`src/chained_hash_integer_set_defines.svh`:
```
// assertion macros for the chained hash integer set
`ifndef CHAINED_HASH_INTEGER_SET_DEFINES_SVH
`define CHAINED_HASH_INTEGER_SET_DEFINES_SVH

// property that holds at every edge outside reset
`define CHS_ASSERT(label, prop, msg) \
  label: assert property (@(posedge clk) disable iff (!rst_n) (prop)) else $error(msg);

// implication checked on the next edge
`define CHS_ASSERT_NEXT(label, ante, cons, msg) \
  label: assert property (@(posedge clk) disable iff (!rst_n) (ante) |=> (cons)) else $error(msg);

`endif

```
`src/chs_pkg.sv`:
```
// package: types, constants and command/status structs of the hash set
package chs_pkg;

  localparam int Buckets     = 16;
  localparam int PoolEntries = 256;
  localparam int BucketW     = $clog2(Buckets);
  localparam int PoolW       = $clog2(PoolEntries);
  localparam int CountW      = $clog2(PoolEntries + 1);

  typedef enum logic [1:0] {
    KIND_INSERT   = 2'd0,
    KIND_CONTAINS = 2'd1,
    KIND_GET_NTH  = 2'd2,
    KIND_CLEAR    = 2'd3
  } kind_t;

  typedef struct packed {
    logic [1:0]        kind;
    logic signed [63:0] value;
    logic [7:0]        element_index;
  } chs_in_t;

  typedef struct packed {
    logic              hit;
    logic signed [63:0] element_value;
    logic [8:0]        element_count;
    logic              pool_full;
  } chs_out_t;

  typedef enum logic [3:0] {
    ST_IDLE,
    ST_HEAD,
    ST_READ,
    ST_CHECK,
    ST_INSERT,
    ST_SCAN,
    ST_DONE
  } chs_state_t;

  typedef struct packed {
    logic load;
    logic head_rd;
    logic pool_rd;
    logic step;
    logic next_bucket;
    logic do_insert;
    logic do_clear;
    logic set_hit;
    logic set_full;
    logic set_elem;
    logic out_load;
  } chs_cmd_t;

  typedef struct packed {
    logic          bucket_used;
    logic          match;
    logic          has_next;
    logic          nth_hit;
    logic          pool_full;
    logic          n_in_range;
    logic [1:0]    kind;
  } chs_sts_t;

endpackage

```
`src/chs_control.sv`:
```
// controller: sequencing of lookup, insert, scan and clear
module chs_control
  import chs_pkg::*;
(
  input  logic     clk,
  input  logic     rst_n,
  input  logic     in_valid,
  output logic     in_stall,
  output logic     out_valid,
  input  logic     out_stall,
  input  chs_sts_t sts,
  output chs_cmd_t cmd
);
  `include "chained_hash_integer_set_defines.svh"

  chs_state_t state_r, state_nxt;
  logic       out_valid_r, out_valid_nxt;
  logic       accept;

  assign in_stall  = (state_r != ST_IDLE);
  assign accept    = in_valid && !in_stall;
  assign out_valid = out_valid_r;

  always_comb begin
    state_nxt = state_r;
    case (state_r)
      ST_IDLE: if (accept) state_nxt = ST_HEAD;
      ST_HEAD: begin
        case (sts.kind)
          KIND_CLEAR: state_nxt = ST_DONE;
          KIND_GET_NTH: begin
            if (!sts.n_in_range) state_nxt = ST_DONE;
            else if (sts.bucket_used) state_nxt = ST_READ;
            else state_nxt = ST_HEAD;
          end
          default: state_nxt = sts.bucket_used ? ST_READ : ST_CHECK;
        endcase
      end
      ST_READ: state_nxt = (sts.kind == KIND_GET_NTH) ? ST_SCAN : ST_CHECK;
      ST_CHECK: begin
        if (sts.bucket_used && sts.match) state_nxt = ST_DONE;
        else if (sts.bucket_used && sts.has_next) state_nxt = ST_READ;
        else if (sts.kind == KIND_INSERT) state_nxt = ST_INSERT;
        else state_nxt = ST_DONE;
      end
      ST_INSERT: state_nxt = ST_DONE;
      ST_SCAN: begin
        if (sts.nth_hit) state_nxt = ST_DONE;
        else if (sts.has_next) state_nxt = ST_READ;
        else state_nxt = ST_HEAD;
      end
      ST_DONE: if (!out_valid_r || !out_stall) state_nxt = ST_IDLE;
      default: state_nxt = ST_IDLE;
    endcase
  end

  always_comb begin
    cmd = '0;
    out_valid_nxt = out_valid_r && out_stall;
    case (state_r)
      ST_IDLE: cmd.load = accept;
      ST_HEAD: begin
        cmd.head_rd  = 1'b1;
        cmd.do_clear = (sts.kind == KIND_CLEAR);
        if (sts.kind == KIND_GET_NTH && sts.n_in_range && !sts.bucket_used) begin
          cmd.next_bucket = 1'b1;
        end
      end
      ST_READ: cmd.pool_rd = 1'b1;
      ST_CHECK: begin
        if (sts.bucket_used && sts.match) begin
          cmd.set_hit = (sts.kind == KIND_CONTAINS);
        end else if (sts.bucket_used && sts.has_next) begin
          cmd.step = 1'b1;
        end else if (sts.kind == KIND_INSERT) begin
          if (sts.pool_full) cmd.set_full = 1'b1;
          else cmd.set_hit = 1'b1;
        end
      end
      ST_INSERT: cmd.do_insert = !sts.pool_full;
      ST_SCAN: begin
        if (sts.nth_hit) cmd.set_elem = 1'b1;
        else if (sts.has_next) cmd.step = 1'b1;
        else begin
          cmd.step = 1'b1;
          cmd.next_bucket = 1'b1;
        end
      end
      ST_DONE: begin
        if (!out_valid_r || !out_stall) begin
          cmd.out_load  = 1'b1;
          out_valid_nxt = 1'b1;
        end
      end
      default: cmd = '0;
    endcase
  end

  always_ff @(posedge clk) begin
    if (!rst_n) begin
      state_r     <= ST_IDLE;
      out_valid_r <= 1'b0;
    end else begin
      state_r     <= state_nxt;
      out_valid_r <= out_valid_nxt;
    end
  end

  `CHS_ASSERT(a_one_write, !(cmd.do_insert && cmd.do_clear), "insert and clear together")
  `CHS_ASSERT_NEXT(a_out_hold, out_valid_r && out_stall, out_valid_r,
    "result word dropped while stalled")
  `CHS_ASSERT_NEXT(a_load_leaves_idle, cmd.load, state_r == ST_HEAD,
    "accepted word not started")
endmodule

```
`config.mk`:
```
export PLATFORM = sky130hd
export DESIGN_NAME = chs_control
export DESIGN_NICKNAME = d
export VERILOG_FILES = /design/src/chs_pkg.sv /design/src/chs_control.sv
export VERILOG_INCLUDE_DIRS = /design/src /design/src/src
export SDC_FILE = /design/constraint.sdc
export NUM_CORES = 1
export LEC_CHECK = 0
export ABC_AREA = 1
export BUFFER_PORTS_ARGS = -buffer_cell sky130_fd_sc_hd__buf_4
export CAP_MARGIN = 20
export CORE_AREA = 5 5 42 44
export DETAILED_ROUTE_END_ITERATION = 6
export DIE_AREA = 0 0 47 49
export GPL_ROUTABILITY_DRIVEN = 1
export HOLD_SLACK_MARGIN = 0.02
export SYNTH_ARGS = -nofsm -noshare
export SYNTH_HDL_FRONTEND = slang
export SYNTH_SLANG_ARGS = --single-unit
```
`constraint.sdc`:
```
create_clock -name clk -period 1.3 [get_ports clk]
set_input_delay 0.065 -clock clk [delete_from_list [all_inputs] [get_ports clk]]
set_output_delay 0.065 -clock clk [all_outputs]
set_load 0.01 [all_outputs]
```
Word level (Yosys, flattened, before mapping) --
Cells that the tools add are included.
Word-level totals: register bits after elaboration 5, word-level logic and storage cells 67, memories kept 0, latch bits 0, memory bits (read-only) 0, bits in writable memories 0, output and inout bits 13, input port bits 12
Cells by class: muxes and demuxes 38, bitwise logic cells 0, shifts and indexed selects 0, eq/ne operators 11, magnitude comparators 0, div/mod/pow operators 0, $mul 0, add/sub/neg operators 0, reduce and logical (&&, ||, !) cells 16
Operators with widths (count):
- 4-bit one-hot mux with 7 select lines | 1
- 1-bit two-way mux | 20
- 3-bit two-way mux | 5
- 2-bit two-way mux | 7
- 4-bit by 3-bit equality test with 1-bit output, second input constant | 3
- 4-bit by 2-bit equality test with 1-bit output, second input constant | 2
- 4-bit two-way mux | 2
- 1-bit logical AND | 6
- 3-bit one-hot mux with 2 select lines | 1
- 1-bit logical NOT | 5
- 2-bit equality test, second input constant | 2
- 4-bit by 1-bit equality test with 1-bit output, second input constant | 1
- 4-bit logical NOT | 1
- 2-bit != test, second input constant | 2
- 1-bit one-hot mux with 2 select lines | 2
- 4-bit nonzero test | 1
- 2-bit by 1-bit equality test with 1-bit output, second input constant | 1
- 2-bit logical NOT | 1
- 2-bit AND reduction | 1
- 1-bit logical OR | 1

Longest topological paths before layout --
Gate-level depths: netlist (run 1).
depth after elaboration 5, depth in mapped cells 8, mapped depth without buffers 8

Worst setup path after synthesis (run 1) --
No wires, ideal clock.
kind reg2reg, start point register state_r[2], end point register state_r[0], slack 0.230 ns, arrival time 0.950 ns, cell stages (with the launch flop) 6, buffers on the path 1, path through dfxtp_1 > buf_6 > nor2_1 > nand2_1 > o211ai_1 > a21oi_1
On the way: longest elaborated chain between the ends 5, elaborated cells on any way between the ends 14
RTL lines:
- start: declaration | RTL line chs_control.sv:16 | chs_state_t state_r, state_nxt;
- start signal: assignment | RTL line chs_control.sv:104 | state_r <= state_nxt;
- 4-bit nonzero test | RTL line chs_control.sv:20 | assign in_stall = (state_r != ST_IDLE);
- via in_stall | RTL line chs_control.sv:8 | output logic in_stall,
- 1-bit logical NOT | RTL line chs_control.sv:21 | assign accept = in_valid && !in_stall;
- 1-bit logical AND | RTL line chs_control.sv:21
- 2-bit != test (no line)
- 2-bit AND reduction (no line)
The timed path passes the listed nets, and every way through them passes these cells. A chain may end at the register's enable or synchronous reset.

==> qor.yml, run 1 <==
outcome:
  status: "finished clean"
synth:
  syn_nets: 94
  avgSynthCellArea_sq_um: 5.188
  synth-simple-area-share_pct: 52.35
  synthXorXnorAreaFrac_pct: 0
  synth_mux_area_share_pct: 0
  synth_top_area_cell: "dfxtp_1"
  yosysTopAreaCellShare_pct: 18.82
  synthCells: 82
  synth-warning-count: 0
  netlist_area_sq_um: 425.4
  ys_ff_latch: 4
  synth_cell_type_count: 14
  yosysSeqAreaShare_pct: 18.82
  synth_top_family_by_area: "simple AND/OR/NAND/NOR gates"
  synth_fa_ha_area_share_pct: 0
  synth_compound_area_share_pct: 12.06
  synth_area_leaders: "dfxtp_1 (19%), nand2_1 (16%), nor2_1 (16%), inv_1 (13%), nand3_1 (12%)"
layout:
  nFillCells: 155
  syn2layout_area_growth_pct: 64.71
  multi_input_area_sq_um: 311.5
  nNetsFinal: 124
  antennaDiodeCount: 0
  drive_above_1_share_pct: 40.00
  fin_cells: 126
  seq_area_sq_um: 88.84
flow_run:
  drv_cap: 0
die:
  start_util_pct: 30.36
  num_rows: 14
  coreArea_sq_mm: 0.001401
  die_width_microns: 47
  die_h_microns: 49
  pin_count: 25
  die_area_sq_mm: 0.002303
detailed_routing:
  ant_nets: 0
  wl_mm: 1.316
  drt_iter0_drc: 6
  vias: 573
  drc: 0
  firstDrtPassIters: 4
  wire_per_inst_microns: 10.44
  viasPerCell: 4.548
sta:
  tightest_slew_ps: 231.2
  period_share_pct: 96.73
  setup_violations: 0
  slew_headroom_pct: 84.43
  fin_ws_ps: 42.54
  setup_tns_ps: 0
  fin_skew_ps: 3.765
  max_freq_mhz: 795.3
  hold_violations: 0
  maxSlewViolCount: 0
  hold_slack_ps: 42.77
  rsz0062_at_grt: "yes"
  min_period_ps: 1257
global_route:
  antenna_found_initial: 0
  grt_pass1_vias: 526
  overflow: 0
  grt_max_degree: 8
  grtUsageTotal_pct: 11.61
  grt_pass1_wl_mm: 1.994
placement:
  dp_hpwl_mm: 1.123
  dpl.cell_count: 122
  io_buffers: 24
  pre_cts_slack_ps: 152.1
  gp_congestion: 0.7518
power:
  power_frac_comb_pct: 61.8
  p_leak_nw: 0.3638
  clkPwrFrac_pct: 13.3
  power_frac_seq_pct: 24.9
  p_int_w: 0.0006028
  irDropWorstVdd_mv: 0.8168
  switchingPower_w: 0.0005288
  power_density_mw_per_mm2: 1615
  netSwitchingFraction_pct: 46.73
cts:
  cts.sinks: 4
  cts_root_buffer: "clkbuf_4"
  path_clk_slew_ps: 40
  insertion_delay_ps: 230
  htree_levels: 1
  cts_tree: "yes"
  ctsLongestPathBuffers: 2
  numCtsBuffers: 3
  holdBufCountCts: 0
worst_hold_path:
  whs_path_depth: 3
  hold_path.class: "in -> reg"
critical_path:
  start_kind: "flop"
  arrival_ps: 1190
  cp_max_fo: 6
  required_ps: 1240
  r2r_cells: 6
  r2r_slack_ps: 230
  critical_path_class: "reg -> out"
  worstSetupEndpointType: "primary output"
==> through the flow <==
stage / cell area (sq um) / utilization, % / power [W]
6_report: 700.7 / 50.00 / 0.001132
5_1_grt: 700.7 / 50.00 / 0.001237
4_1_cts: 660.6 / 47.14 / 0.001068
3_5_place_dp: 621.8 / 44.38 / 0.0008650
3_3_place_gp: 621.8 / 44.38 / 0.0008603
2_1_floorplan: 425.4 / - / 0.0006203
==> kinds of logic (layout without fill, tap and decap cells) <==
family,count (synthesis),in the layout
buf+inv,17,45
flops,4,4
compound gates,9,9
simple gates,52,52
==> repair_timing <==
action,4_1_cts,5_1_grt
endpoints found under the setup margin,4,5
setup buffers,1,0
gates resized for setup,4,13
pin swaps,0,1
==> layout by cell type, fill, tap and decap left out, drive strengths merged <==
cell    instances
buf            26
nor2           20
nand2          18
inv            16
nand3          10
a21oi           4
nor3            4
dfxtp           4
clkbuf          3
o211ai          2
o21ai           2
o22ai           1
==> layout make-up <==
type | count | share of cell area [%]
sequential | 4 | 12.68
multi-input combinational | 61 | 44.46
clock buffer | 3 | 3.214
timing repair buffer | 26 | 27.86
inverter | 16 | 8.929
tap | 16 | 2.857
==> critical path, cell delays in order, from the launching register on <==
cell and delay [ps]:
dfxtp_4 360, inv_4 90, nand2_1 90, nor2_2 110, inv_1 90, o22ai_2 80, buf_4 130
==> power by group through the flow <==
stage	sequential [W]	clock (W)	combinational, W
CTS	0.000242	0.000163	0.000664
detailed placement	0.000235	0	0.000630
global route	0.000294	0.000164	0.000779
finish	0.000282	0.000151	0.000699
floorplan	0.000214	0	0.000406
global placement	0.000229	0	0.000631
==> state kept, by name (all words and copies together) (netlist names) <==
| register | flops |
|---|---|
| state_r | 3 |
| out_valid | 1 |
==> synth_stat cells <==
| master | count |
|---|---|
| a21oi_1 | 4 |
| buf_6 | 1 |
| dfxtp_1 | 4 |
| inv_1 | 15 |
| inv_2 | 1 |
| nand2_1 | 18 |
| nand3_1 | 10 |
| nor2_1 | 18 |
| nor2_2 | 2 |
| nor3_1 | 3 |
| nor3_2 | 1 |
| o211ai_1 | 2 |
| o21ai_0 | 2 |
| o22ai_1 | 1 |
==> per-layer routing <==
layer	vias to the layer above	track usage (%)	part of all wire [%]	routed length, microns
li1	315	-	-	-
met1	241	13.38	39	515
met2	17	19.00	51	675
met3	0	1.845	9.5	125
met4	0	6.912	0	0
met5	-	0	0	0
==> worst paths after layout <==
kind | start | end
setup / recovery | state_r[1] | cmd[7]
hold / removal | rst_n | state_r[2]
setup reg to reg | state_r[1] | state_r[1]
hold reg to reg | out_valid | out_valid
Power figures use the tool's default switching activity.
==> run 2, diff against run 1 <==
ABC_AREA = unset   (was 1)
==> run 2 against run 1 <==
Effect of this change:
- the flow now finishes with violations (negative setup slack)
- die area stayed put
- critical path depth is 2 lower
- clock skew is 3.1 ps higher
- global-route usage is 1.5 points higher
- cell area is 25% higher
- first-iteration DRC count is 50% lower
- combinational power is 29% higher
- total power is 12% higher
- via count is 1.6% higher
- critical path type unchanged
- largest cell class unchanged
- worst setup slack worse by 77 ps
- core utilization is 13 points higher
- synthesized cell count is 24% lower
==> qor.yml, run 2 <==
sta:
  max_freq_mhz: 749.2  # -5.8%
  hold_violations: 0  # unchanged
  rsz0062_at_grt: "yes"
  min_period_ps: 1335  # +77.36 ps
  maxSlewViolCount: 0  # unchanged
  fin_skew_ps: 6.913  # +3.148 ps
  fin_ws_ps: -34.83  # -77.36 ps
  period_share_pct: 102.7  # +6.0 points
  setup_violations: 3  # +3
  tightest_slew_ps: 317.1  # +85.93 ps
  slew_headroom_pct: 78.58  # -5.8 points
die:
  num_rows: 14  # unchanged
  start_util_pct: 30.54  # +0.18 points
  die_width_microns: 47  # unchanged
  pin_count: 25  # unchanged
  coreArea_sq_mm: 0.001401  # unchanged
  die_h_microns: 49  # unchanged
  die_area_sq_mm: 0.002303  # unchanged
detailed_routing:
  drt_iter0_drc: 3  # -3
  wl_mm: 1.564  # +19%
  wire_per_inst_microns: 13.72  # +31%
  drc: 0  # unchanged
  vias: 582  # +1.6%
  viasPerCell: 5.105  # +12%
  firstDrtPassIters: 4  # unchanged
  ant_nets: 0  # unchanged
placement:
  io_buffers: 24  # unchanged
  gp_congestion: 0.7362  # -2.1%
  dp_hpwl_mm: 1.001  # -11%
  pre_cts_slack_ps: 51.83  # -100.3 ps
critical_path:
  arrival_ps: 1270  # +80 ps
  critical_path_class: "reg -> out"
  path_cells: "buf_6 > or3_4 > nor2_2 > buf_4"
  cp_max_fo: 5  # -1
  start_kind: "flop"
  required_ps: 1240  # about the same
  cpLargestDelayFamily: "simple AND/OR/NAND/NOR gates"
  slowest_stage: "or3_4"
  worstSetupEndpointType: "primary output"
  cp_num_buf_inv: 2  # -1
  critPathMaxStageDelay_ps: 370  # about the same
cts:
  cts.sinks: 4  # unchanged
  ctsLongestPathBuffers: 2  # unchanged
  insertion_delay_ps: 230  # about the same
  numCtsBuffers: 3  # unchanged
  path_clk_slew_ps: 40  # about the same
  holdBufCountCts: 0  # unchanged
  cts_tree: "yes"
  htree_levels: 1  # unchanged
  cts_root_buffer: "clkbuf_4"
power:
  power_density_mw_per_mm2: 1453  # -10%
  report.power.total_w: 0.001273  # +12%
  p_leak_nw: 0.3786  # +4.1%
  irDropWorstVdd_mv: 0.7589  # -7.1%
global_route:
  grt_max_degree: 10  # +2
  use_met3_pct: 2.952  # +1.1 points
  overflow: 0  # unchanged
  grt_pass1_wl_mm: 2.318  # +16%
  antenna_found_initial: 0  # unchanged
  grt_pass1_vias: 591  # +12%
  global_route.usage.met1_pct: 15.57  # +2.2 points
  grt_busiest_layer: "met2"
  use_met2_pct: 21.04  # +2.0 points
  grtUsageTotal_pct: 13.09  # +1.5 points
layout:
  utilization_pct: 62.50  # +13 points
  mostFrequentLayoutCells: "buf_4 (27), buf_6 (6), nor2_1 (5)"
  nFillCells: 130  # -16%
  drive_above_1_share_pct: 61.22  # +21 points
  largest_register: "state_r"
  syn2layout_area_growth_pct: 104.7
  nNetsFinal: 112  # -9.7%
  largest_reg_flops: 3  # unchanged
  final_common_cell: "buf_4"
  antennaDiodeCount: 0  # unchanged
outcome:
  violations: "negative setup slack"
  status: "complete, but fails checks"
synth:
  yosysSeqAreaShare_pct: 18.71  # -0.11 points
  synth_cell_type_count: 28  # +14
  synth-warning-count: 0  # unchanged
  syn_nets: 74  # -21%
  synthCells: 62  # -24%
  ys.flop_type: "dfxtp_1"
  netlist_top_cells_count: "nor2_1 (10), nand2_1 (5), dfxtp_1 (4), nand2b_1 (4), nor3_1 (4)"
  avgSynthCellArea_sq_um: 6.902  # +33%
  async_reset_ff_share_pct: 0  # unchanged
  netlist_area_sq_um: 427.9  # +0.59%
  synth.most_common_cell: "nor2_1"
  synth_top_area_cell: "dfxtp_1"
  ys_ff_latch: 4  # unchanged
  synth_edf_count: 0  # unchanged
  yosysTopAreaCellShare_pct: 18.71  # -0.11 points
  synth_area_leaders: "dfxtp_1 (19%), nor2_1 (8.8%), nand2b_1 (5.8%), buf_6 (5.3%), nand3b_1 (5.3%)"
flow_run:
  drv_cap: 0  # unchanged
worst_hold_path:
  hold_path.class: "in -> reg"
## run 2: timing repair
item / 4_1_cts / 5_1_grt
buffers inserted: 6 / 1
gates cloned: 0 / 1
endpoints found under the setup margin: 7 / 9
pin swaps: 2 / 10
gates resized for setup: 15 / 18
## run 2: cell type report
type                    count  area, sq um  area share, %
clock buffers               3        22.52          2.571
well taps                  16        20.02          2.286
inverters                   3        11.26          1.286
multi-input cells          52        395.4          45.14
flip-flops and latches      4        91.34          10.43
repair buffers             36        335.3          38.29
## run 2: logic make-up (layout without fill, tap and decap cells)
| family | Yosys count | after routing | synth area share (%) |
|---|---|---|---|
| flip-flops | 4 | 4 | 18.71 |
| AND/OR/NAND/NOR | 38 | 38 | 48.25 |
| AO/OA/AOI/OAI | 14 | 14 | 23.39 |
| buffers and inverters | 6 | 42 | 9.649 |
## run 2: worst paths after layout
check                  start          to  slack (ps)  cells after the start
hold reg to reg    out_valid   out_valid         540                      2
setup / recovery  state_r[2]     cmd[10]         -30                      4
hold / removal         rst_n  state_r[1]          80                      2
setup reg to reg  state_r[2]  state_r[1]          70                      5
## run 2: power breakdown
group	total [W]	switching, W	internal (W)	leakage (nW)
clock network	0.000155	0.0000521	0.000103	0.0138
logic	0.000903	0.000378	0.000525	0.330
registers	0.000214	0.0000448	0.000169	0.0348
## run 2: routing by layer
metal	vias to the layer above	part of all wire, %
li1	293	-
met1	276	43
met2	11	54
met3	2	2.3
met4	0	0.90
met5	-	0
## run 2: through the flow
step                cells  instance area [sq um]  TNS [ps]  hold WS [ps]
floorplan              62                  427.9         0         180.7
CTS                   112                  765.7    -107.6         78.92
global placement      103                  640.6         0         299.3
detailed placement    103                  640.6         0         317.9
finish                114                  875.8    -87.39         80.32
global route          114                  875.8    -234.2         85.76
